[config.mk]
export PLATFORM = sky130hd
export DESIGN_NAME = scancode_to_ascii_fifo
export DESIGN_NICKNAME = d
export VERILOG_FILES = /design/src/rtl/sc2a_pkg.sv /design/src/rtl/scancode_to_ascii_fifo.sv
export VERILOG_INCLUDE_DIRS = /design/src /design/src/rtl
export SDC_FILE = /design/constraint.sdc
export NUM_CORES = 2
export LEC_CHECK = 0
export ABC_AREA = 1
export BUFFER_PORTS_ARGS = -buffer_cell sky130_fd_sc_hd__buf_2
export CAP_MARGIN = 25
export CELL_PAD_IN_SITES_DETAIL_PLACEMENT = 0
export CELL_PAD_IN_SITES_GLOBAL_PLACEMENT = 1
export CORE_MARGIN = 1
export CORE_UTILIZATION = 39
export CTS_CLUSTER_DIAMETER = 50
export DETAILED_ROUTE_END_ITERATION = 6
export PLACE_DENSITY_LB_ADDON = 0.25
export REMOVE_ABC_BUFFERS = 1
export SLEW_MARGIN = 15
export SYNTH_ARGS = -nofsm -noshare
export SYNTH_HDL_FRONTEND = slang
export SYNTH_SLANG_ARGS = --single-unit
[constraint.sdc]
create_clock -name clk -period 6.63 [get_ports clk]
set_input_delay 0.663 -clock clk [delete_from_list [all_inputs] [get_ports clk]]
set_output_delay 0.663 -clock clk [all_outputs]
set_load 0.02 [all_outputs]
[src/rtl/assert_macros.svh]
// ----------------------------------------------------------------------------
// assertion macros
// shared concurrent check helpers for the rtl folder
// ----------------------------------------------------------------------------
`ifndef ASSERT_MACROS_SVH
`define ASSERT_MACROS_SVH

// condition implies consequence in the same cycle
`define ASSERT_SAME(label, clk, rst_n, cond, cons) \
	label: assert property (@(posedge clk) disable iff (!rst_n) (cond) |-> (cons)) \
		else $error("assertion failed");

// condition implies consequence in the next cycle
`define ASSERT_NEXT(label, clk, rst_n, cond, cons) \
	label: assert property (@(posedge clk) disable iff (!rst_n) (cond) |=> (cons)) \
		else $error("assertion failed");

`endif

[src/rtl/sc2a_pkg.sv]
// ----------------------------------------------------------------------------
// sc2a_pkg
// beat types, scan code constants and the letter decode for the translator
// ----------------------------------------------------------------------------
package sc2a_pkg;

	typedef enum logic {
		CMD_SCAN = 1'b0,
		CMD_POP  = 1'b1
	} sc2a_cmd_t;

	typedef struct packed {
		logic       cmd;
		logic [7:0] scan_byte;
	} sc2a_in_t;

	typedef struct packed {
		logic [6:0] char_out;
		logic       char_valid;
		logic       was_empty;
		logic       pushed;
		logic       dropped;
	} sc2a_out_t;

	localparam logic [7:0] SC_SHIFT_MAKE  = 8'h2A;
	localparam logic [7:0] SC_BREAK_BIT   = 8'h80;
	localparam logic [7:0] SC_SHIFT_BREAK = SC_SHIFT_MAKE | SC_BREAK_BIT;
	localparam logic [7:0] SC_RETURN      = 8'h1C;
	localparam logic [7:0] SC_SPACE       = 8'h39;

	localparam logic [6:0] CH_NONE     = 7'h00;
	localparam logic [6:0] CH_NEWLINE  = 7'h0A;
	localparam logic [6:0] CH_SPACE    = 7'h20;
	localparam logic [6:0] CASE_OFFSET = 7'h20;

	// lower case letter for a set 1 make code, CH_NONE when not a letter
	function automatic logic [6:0] letter_of(input logic [7:0] code);
		logic [6:0] ch;
		case (code)
			8'h10: ch = 7'h71; // q
			8'h11: ch = 7'h77; // w
			8'h12: ch = 7'h65; // e
			8'h13: ch = 7'h72; // r
			8'h14: ch = 7'h74; // t
			8'h15: ch = 7'h79; // y
			8'h16: ch = 7'h75; // u
			8'h17: ch = 7'h69; // i
			8'h18: ch = 7'h6F; // o
			8'h19: ch = 7'h70; // p
			8'h1E: ch = 7'h61; // a
			8'h1F: ch = 7'h73; // s
			8'h20: ch = 7'h64; // d
			8'h21: ch = 7'h66; // f
			8'h22: ch = 7'h67; // g
			8'h23: ch = 7'h68; // h
			8'h24: ch = 7'h6A; // j
			8'h25: ch = 7'h6B; // k
			8'h26: ch = 7'h6C; // l
			8'h2C: ch = 7'h7A; // z
			8'h2D: ch = 7'h78; // x
			8'h2E: ch = 7'h63; // c
			8'h2F: ch = 7'h76; // v
			8'h30: ch = 7'h62; // b
			8'h31: ch = 7'h6E; // n
			8'h32: ch = 7'h6D; // m
			default: ch = CH_NONE;
		endcase
		return ch;
	endfunction

endpackage

[src/rtl/scancode_to_ascii_fifo.sv]
// ----------------------------------------------------------------------------
// scancode_to_ascii_fifo
// set 1 scan code to ascii translator feeding a ring character fifo
// ----------------------------------------------------------------------------
// Each input beat is either a keyboard scan code (cmd = 0) or a pop request
// (cmd = 1) and yields exactly one result beat. Shift make/break track the
// shift state, return and space give newline and space, and the 26 letter
// make codes give lower or upper case letters; every other code gives an
// all-zero result. Characters go into a ring fifo of FIFO_DEPTH slots that
// holds at most FIFO_DEPTH-1 characters; a push into a full fifo is dropped
// and flagged, a pop on an empty fifo is flagged. An item is taken every
// cycle while item_ready is high, and its result appears in the next
// cycle: the decode, the pointer update and the single read port of the
// character memory all finish in the accepting cycle, and the memory read
// data lands in the result register. item_ready only drops while a result
// waits and result_ready is low. The character memory has no reset and
// needs no clearing pass, since only written slots are ever read.
// ----------------------------------------------------------------------------
`include "assert_macros.svh"

module scancode_to_ascii_fifo
	import sc2a_pkg::*;
#(
	parameter int FIFO_DEPTH = 256
) (
	input  logic      clk,
	input  logic      arst_n,
	input  logic      item_valid,
	output logic      item_ready,
	input  sc2a_in_t  item,
	output logic      result_valid,
	input  logic      result_ready,
	output sc2a_out_t result
);

	localparam int PTR_W = (FIFO_DEPTH > 1) ? $clog2(FIFO_DEPTH) : 1;
	localparam logic [PTR_W-1:0] PTR_LAST = PTR_W'(FIFO_DEPTH - 1);

	// fifo state
	logic [PTR_W-1:0] rd_ptr_q, wr_ptr_q;
	logic             shift_q;
	logic [6:0]       char_mem [FIFO_DEPTH];

	// result register
	logic       res_valid_q;
	logic [6:0] rd_data_q;
	logic       char_valid_q, was_empty_q, pushed_q, dropped_q;

	// decode
	logic             accept;
	logic             is_pop, is_shift_make, is_shift_break;
	logic [6:0]       letter, ch;
	logic             fifo_empty, fifo_full;
	logic [PTR_W-1:0] rd_ptr_nxt, wr_ptr_nxt;
	logic             do_pop, do_push, do_drop;

	// the result register frees up when it is empty or being drained
	assign item_ready = !res_valid_q || result_ready;
	assign accept     = item_valid && item_ready;

	assign is_pop         = (item.cmd == CMD_POP);
	assign is_shift_make  = (item.scan_byte == SC_SHIFT_MAKE);
	assign is_shift_break = (item.scan_byte == SC_SHIFT_BREAK);

	assign rd_ptr_nxt = (rd_ptr_q == PTR_LAST) ? '0 : rd_ptr_q + PTR_W'(1);
	assign wr_ptr_nxt = (wr_ptr_q == PTR_LAST) ? '0 : wr_ptr_q + PTR_W'(1);
	assign fifo_empty = (rd_ptr_q == wr_ptr_q);
	assign fifo_full  = (wr_ptr_nxt == rd_ptr_q);

	// character produced by a scan beat, CH_NONE when the code is ignored
	always_comb begin
		letter = letter_of(item.scan_byte);
		if (item.scan_byte == SC_RETURN) begin
			ch = CH_NEWLINE;
		end else if (item.scan_byte == SC_SPACE) begin
			ch = CH_SPACE;
		end else if (letter != CH_NONE && shift_q) begin
			ch = letter - CASE_OFFSET;
		end else begin
			ch = letter;
		end
	end

	assign do_pop  = is_pop && !fifo_empty;
	assign do_push = !is_pop && (ch != CH_NONE) && !fifo_full;
	assign do_drop = !is_pop && (ch != CH_NONE) && fifo_full;

	// control state
	always_ff @(posedge clk or negedge arst_n) begin
		if (!arst_n) begin
			rd_ptr_q    <= '0;
			wr_ptr_q    <= '0;
			shift_q     <= 1'b0;
			res_valid_q <= 1'b0;
		end else begin
			if (accept) begin
				res_valid_q <= 1'b1;
			end else if (result_ready) begin
				res_valid_q <= 1'b0;
			end
			if (accept && do_pop) begin
				rd_ptr_q <= rd_ptr_nxt;
			end
			if (accept && do_push) begin
				wr_ptr_q <= wr_ptr_nxt;
			end
			if (accept && !is_pop && is_shift_make) begin
				shift_q <= 1'b1;
			end else if (accept && !is_pop && is_shift_break) begin
				shift_q <= 1'b0;
			end
		end
	end

	// character memory, at most one write or one registered read per beat
	always_ff @(posedge clk) begin
		if (accept && do_push) begin
			char_mem[wr_ptr_q] <= ch;
		end
	end

	always_ff @(posedge clk) begin
		if (accept && do_pop) begin
			rd_data_q <= char_mem[rd_ptr_q];
		end
	end

	// result flags, loaded with each accepted beat
	always_ff @(posedge clk) begin
		if (accept) begin
			char_valid_q <= do_pop;
			was_empty_q  <= is_pop && fifo_empty;
			pushed_q     <= do_push;
			dropped_q    <= do_drop;
		end
	end

	assign result_valid      = res_valid_q;
	assign result.char_out   = char_valid_q ? rd_data_q : CH_NONE;
	assign result.char_valid = char_valid_q;
	assign result.was_empty  = was_empty_q;
	assign result.pushed     = pushed_q;
	assign result.dropped    = dropped_q;

	// a result carries at most one outcome
	`ASSERT_SAME(a_one_outcome, clk, arst_n, res_valid_q,
		$onehot0({char_valid_q, was_empty_q, pushed_q, dropped_q}))
	// a pop on a non-empty fifo returns a character next cycle
	`ASSERT_NEXT(a_pop_returns, clk, arst_n, accept && is_pop && !fifo_empty,
		res_valid_q && char_valid_q)
	// a stored push moves the write pointer
	`ASSERT_NEXT(a_push_moves, clk, arst_n, accept && do_push,
		wr_ptr_q != $past(wr_ptr_q))
	// stored characters are never zero
	`ASSERT_SAME(a_char_nonzero, clk, arst_n, res_valid_q && char_valid_q,
		rd_data_q != CH_NONE)

endmodule
* After elaboration in Yosys (flattened, before gate mapping)
Memories as Yosys holds them, arrays and structs flattened. A register that Yosys moved wholly into a read port is not among the register bits.
Cells that the tools add are included.
** Storage, ports and cells
- Register bits :: 22
- Bits in writable memories :: 1792
- Memory bits (read-only) :: 448
- Output and inout port bits :: 13
- Memories kept :: 2
** Memory list
- char_mem :: depth 256, width 7, rd ports 1, clocked after Yosys merged registers in 1, write ports 1, line scancode_to_ascii_fifo.sv:42 : logic [6:0] char_mem [FIFO_DEPTH];
- (name not given) :: depth 64, width 7, rd ports 1, clocked after Yosys merged registers in 0, write ports 0, line sc2a_pkg.sv:39 : case (code)
** Operators by class
- Add/subtract/negate cells :: 3
- Equality and inequality tests :: 8
- Mux-type cells :: 13
- Reduce and logical (&&, ||, !) cells :: 22
** Operators by type and width (count)
- $mux W7 :: 5
- $eq A8 B8 Y1 const B :: 3
- $add A8 B1 Y8 const B :: 2
- $eq A8 B6 Y1 const B :: 2
- $eq A8 B8 Y1 :: 2
- $mux W8 :: 2
- $reduce_bool A7 Y1 :: 2
- $logic_and A1 B1 Y1 :: 12
- $eq A8 B5 Y1 const B :: 1
- $sub A7 B6 Y7 const B :: 1
- $mux W1 :: 6
- $logic_not A1 Y1 :: 4
- $reduce_bool A2 Y1 :: 2
- $logic_not A2 Y1 :: 1
- $logic_or A1 B1 Y1 :: 1

* Logic depth before layout (Yosys ltp)
- Word-level depth :: 13
- Gate-level depth with buffers :: 25

* Worst setup path after synthesis
OpenSTA, ideal clock, no wires.
- Path kind :: in2reg
- From :: input port item[1] in the netlist's numbering
- To :: memory char_mem[50][0], enable pin
- Data arrival time :: 5.895 ns
- Data required time :: 6.250 ns
- Slack :: 0.354 ns
- Cell stages on the path :: 14
- Path buffers :: 3
- Cell sequence :: inv_1 ha_1 or2_2 nand3_1 a21oi_1 nand2_1 nand2_1 nor2_2 nand2_2 nand4_1 buf_4 buf_6 buf_6 nor3_1
** On the way
- Cells in the longest elaborated chain, start to end :: 13
** Ends and longest elaborated chain
- from (decl) :: line scancode_to_ascii_fifo.sv:30 : input sc2a_in_t item,
- parallel branches: the longest is 6 deep, another holds $mem_v2 Z64 W7
- $mux W7 (*) :: line scancode_to_ascii_fifo.sv:73 : if (item.scan_byte == SC_RETURN) begin
- net ch[1] :: line scancode_to_ascii_fifo.sv:52 : logic [6:0] letter, ch;
- $reduce_bool A7 Y1 (*) :: line scancode_to_ascii_fifo.sv:85 : assign do_push = !is_pop && (ch != CH_NONE) && !fifo_full;
- $logic_and A1 B1 Y1 (*) (2 in a row) :: line scancode_to_ascii_fifo.sv:85
- $logic_and A1 B1 Y1 (*) :: line scancode_to_ascii_fifo.sv:117 : if (accept && do_push) begin
- $mux W1 (*) :: line scancode_to_ascii_fifo.sv:117
- $mux W1 (not written as such) (*) :: line scancode_to_ascii_fifo.sv:118 : char_mem[wr_ptr_q] <= ch;
- to (decl) :: line scancode_to_ascii_fifo.sv:42
Mark *: on every way through the listed nets, which the timed path passes.

* Worst setup path in the final report
- From :: register wr_ptr_q[0]
- To :: memory char_mem[35][5], enable pin
** On the way
- Cells in the longest elaborated chain, start to end :: 8
** Ends and longest elaborated chain
- from (decl) :: line scancode_to_ascii_fifo.sv:40 : logic [PTR_W-1:0] rd_ptr_q, wr_ptr_q;
- from (signal assigned) :: line scancode_to_ascii_fifo.sv:105 : wr_ptr_q <= wr_ptr_nxt;
- $add A8 B1 Y8 / $eq A8 B8 Y1 (equally long branches) :: line scancode_to_ascii_fifo.sv:66 : assign wr_ptr_nxt = (wr_ptr_q == PTR_LAST) ? '0 : wr_ptr_q + PTR_W'(1);
- $mux W8 :: line scancode_to_ascii_fifo.sv:66
- $eq A8 B8 Y1 :: line scancode_to_ascii_fifo.sv:68 : assign fifo_full = (wr_ptr_nxt == rd_ptr_q);
- $logic_not A1 Y1 :: line scancode_to_ascii_fifo.sv:85
- $logic_and A1 B1 Y1 :: line scancode_to_ascii_fifo.sv:85
- $logic_and A1 B1 Y1 :: line scancode_to_ascii_fifo.sv:117
- $mux W1 :: line scancode_to_ascii_fifo.sv:117
- $mux W1 (not written as such) :: line scancode_to_ascii_fifo.sv:118
Parallel ways exist; a longest one is shown, timed or not.

==> reports/qor.csv <==
stage,metric,value,unit
cells_and_area,nNetsFinal,6285,
logic_synthesis,async_reset_ff_frac,0.00988,
sta,fmax,208,MHz
setup_path,cp_max_fo,47,
floorplan,start_util,0.392,
outcome,status,completed,
cts,clockRootBuffer,clkbuf_16,
floorplan,num_rows,162,
global_route,antenna_found_initial,1,
logic_synthesis,synthCells,6398,
cells_and_area,synthToLayoutAreaGrowth,11.7,%
run,cap_viol_max_count,0,
cts,clock-sinks,1821,
logic_synthesis,synth_top_area_frac,0.709,
cts,hold_buffers,1,
logic_synthesis,yosysMostFrequentCell,edfxtp_1,
sta,finalCriticalPeriod,4.81,ns
floorplan,core,195000,sq um
placed_design,gp_congestion,0.838,
floorplan,dieArea,198000,sq um
cts,clk_pin_slew,0.06,ns
floorplan,io-pin-count,26,
logic_synthesis,synth_edf_count,1803,
placed_design,dp_hpwl,129000,um
routing,vias,49921,
setup_path,arrival,5.26,ns
pwr,power.leakage,26.4,nW
setup_path,end_kind,register,
sta,setup_viol,0,
pwr,power_density,406,nW/um^2
global_route,grt_pass1_vias,50435,
placed_design,dp_slack,1.48,ns
floorplan,fp.dieW,445,um
routing,postRouteAntennaNets,0,
routing,drtIter0Drc,4956,
logic_synthesis,synth_seq_area_share,0.715,
sta,slew_viol_final,0,
setup_path,startpoint_type,register,
logic_synthesis,yosys.area.top_type,edfxtp_1,
sta,rsz0062_at_grt,false,
placed_design,portBuffers,25,
cts,clk_latency,0.85,ns
cells_and_area,final_cells,9041,
pwr,ir_drop,0.360,mV
logic_synthesis,synth_cell_type_count,40,
global_route,grt_overflow,0,
cells_and_area,diodes,0,
global_route,grt_pass1_wl,339000,um
logic_synthesis,syn_avg_cell_area,11.9,sq um
logic_synthesis,syn_area,76400,sq um
sta,setup_slack,1.82,ns
pwr,p_total,0.0346,W
sta,hold_viol,0,
setup_path,required,7.08,ns
sta,max_slew_margin,0.197,
setup_path,critPathKind,register to register,
sta,post-route-period-util,0.725,
placed_design,post_dp_cell_area,78800,sq um
routing,viasPerCell,5.52,
routing,wl_per_cell,25.6,um
routing,drt_first_pass_iters,6,
cts,h-tree-depth,4,
cts,max-clock-path-buffers,3,
floorplan,die_y,445,um
cts,tritoncts,built,
sta,finalClockSkew,0.0357,ns
logic_synthesis,ys_ff_latch,1821,
setup_path,r2r_setup_slack,1.82,ns
cells_and_area,finalInstanceArea,85400,sq um
cells_and_area,drive_above_1_share,0.106,
sta,fin_tns_setup,0,ns
placed_design,dpl.cell_count,8682,
cts,cts.repair.resized,0,
routing,wirelength,231000,um
global_route,grt_usage,0.233,
routing,drc,0,
cts,post_cts_buffers,0,
logic_synthesis,ys_warn_count,0,
sta,tightest_slew,1.20,ns
cts,numCtsBuffers,194,
logic_synthesis,synth.area.top_cells,"edfxtp_1, nor2_1, o21ai_0, nand2_1, nand3_1",
logic_synthesis,yosys-top-cells-count,"edfxtp_1, nor2_1, o21ai_0, nand2_1, nand3_1",
logic_synthesis,synthFlopType,edfxtp_1,
global_route,grt_max_degree,240,
min_path,hold_class,input port to register,
==> registers in the layout, indices dropped and copies added (netlist names) <==
signal        count
was_empty_q       1
rd_data_q         7
rd_ptr_q          8
pushed_q          1
result_valid      1
shift_q           1
char_mem       1792
char_valid_q      1
wr_ptr_q          8
dropped_q         1
==> final timing paths <==
kind,startpoint,to,cells after the start
min in group asynchronous,arst_n,rd_ptr_q[4],2
max,wr_ptr_q[0],char_mem[35][5],11
max reg2reg,wr_ptr_q[0],char_mem[35][5],11
min,item_valid,result_valid,3
max in group asynchronous,arst_n,rd_ptr_q[1],2
min reg2reg,shift_q,shift_q,1
==> critical path, cell delays in order (launching register included) <==
cell and delay [ns]:
dfrtp_1 0.46, ha_1 0.48, nand3_4 0.72, nor2_2 0.39
xor2_1 0.10, nand3_1 0.12, nor2_1 0.07, nand2_1 0.33
nand4_1 0.36, buf_12 0.34, buf_12 0.24, nor3_1 0.74
==> power by group <==
group          internal [W]  switching, W
registers            0.0127      0.000247
logic               0.00255       0.00806
clock network       0.00650       0.00455
total                0.0218        0.0129
==> per-stage QoR <==
step	hold slack, ns	util
6_report	0.0986	0.438
5_1_grt	0.0990	0.438
4_1_cts	0.0424	0.438
3_5_place_dp	0.514	0.405
3_3_place_gp	0.503	0.405
2_1_floorplan	0.367	-
==> cell type report <==
class	instances	area, sq um
multi-input cells	3982	19300
repair buffers	117	1110
clock buffers	238	5140
flip-flops and latches	1821	54600
clock inverters	119	1360
inverters	140	586
fillers	17908	109000
well taps	2624	3280
==> layout by cell type, fill, tap and decap left out, types with 11 or more instances in the layout <==
cell type  count
o211ai_1     203
nand4_1       14
clkinv_2      35
clkinv_1      31
inv_6         11
edfxtp_1    1803
o22ai_1       40
ha_1          16
dfrtp_1       14
nor3_2       172
nor3_1        87
o21ai_0      867
buf_12        22
clkbuf_16    199
buf_2         25
clkbuf_1      38
or2_2         36
nand2_1      725
buf_4         68
inv_1        116
nor2_1      1286
a31oi_1       15
bufinv_16     25
nand3_1      360
a21oi_1       75
o21ai_1       21
==> per-layer routing <==
| layer | track usage | vias to the layer above | wire length, um |
|---|---|---|---|
| met5 | 0 | - | 0 |
| met4 | 0.0711 | 0 | 6620 |
| met3 | 0.0336 | 335 | 14900 |
| met2 | 0.382 | 1788 | 110000 |
| met1 | 0.320 | 25153 | 99500 |
| li1 | - | 22645 | - |
==> cells by family (layout without fill, tap and decap cells) <==
logic type,after synthesis,after routing,synth area share
and+or+nand+nor,2719,2719,0.158
DFF,1821,1821,0.715
AOI/OAI and AO/OA,1232,1232,0.0888
buffers and inverters,595,614,0.0344
adders and majority gates,16,16,0.00262
xor gates and xnor gates,15,15,0.00172
(Power assumes the default switching activity.)
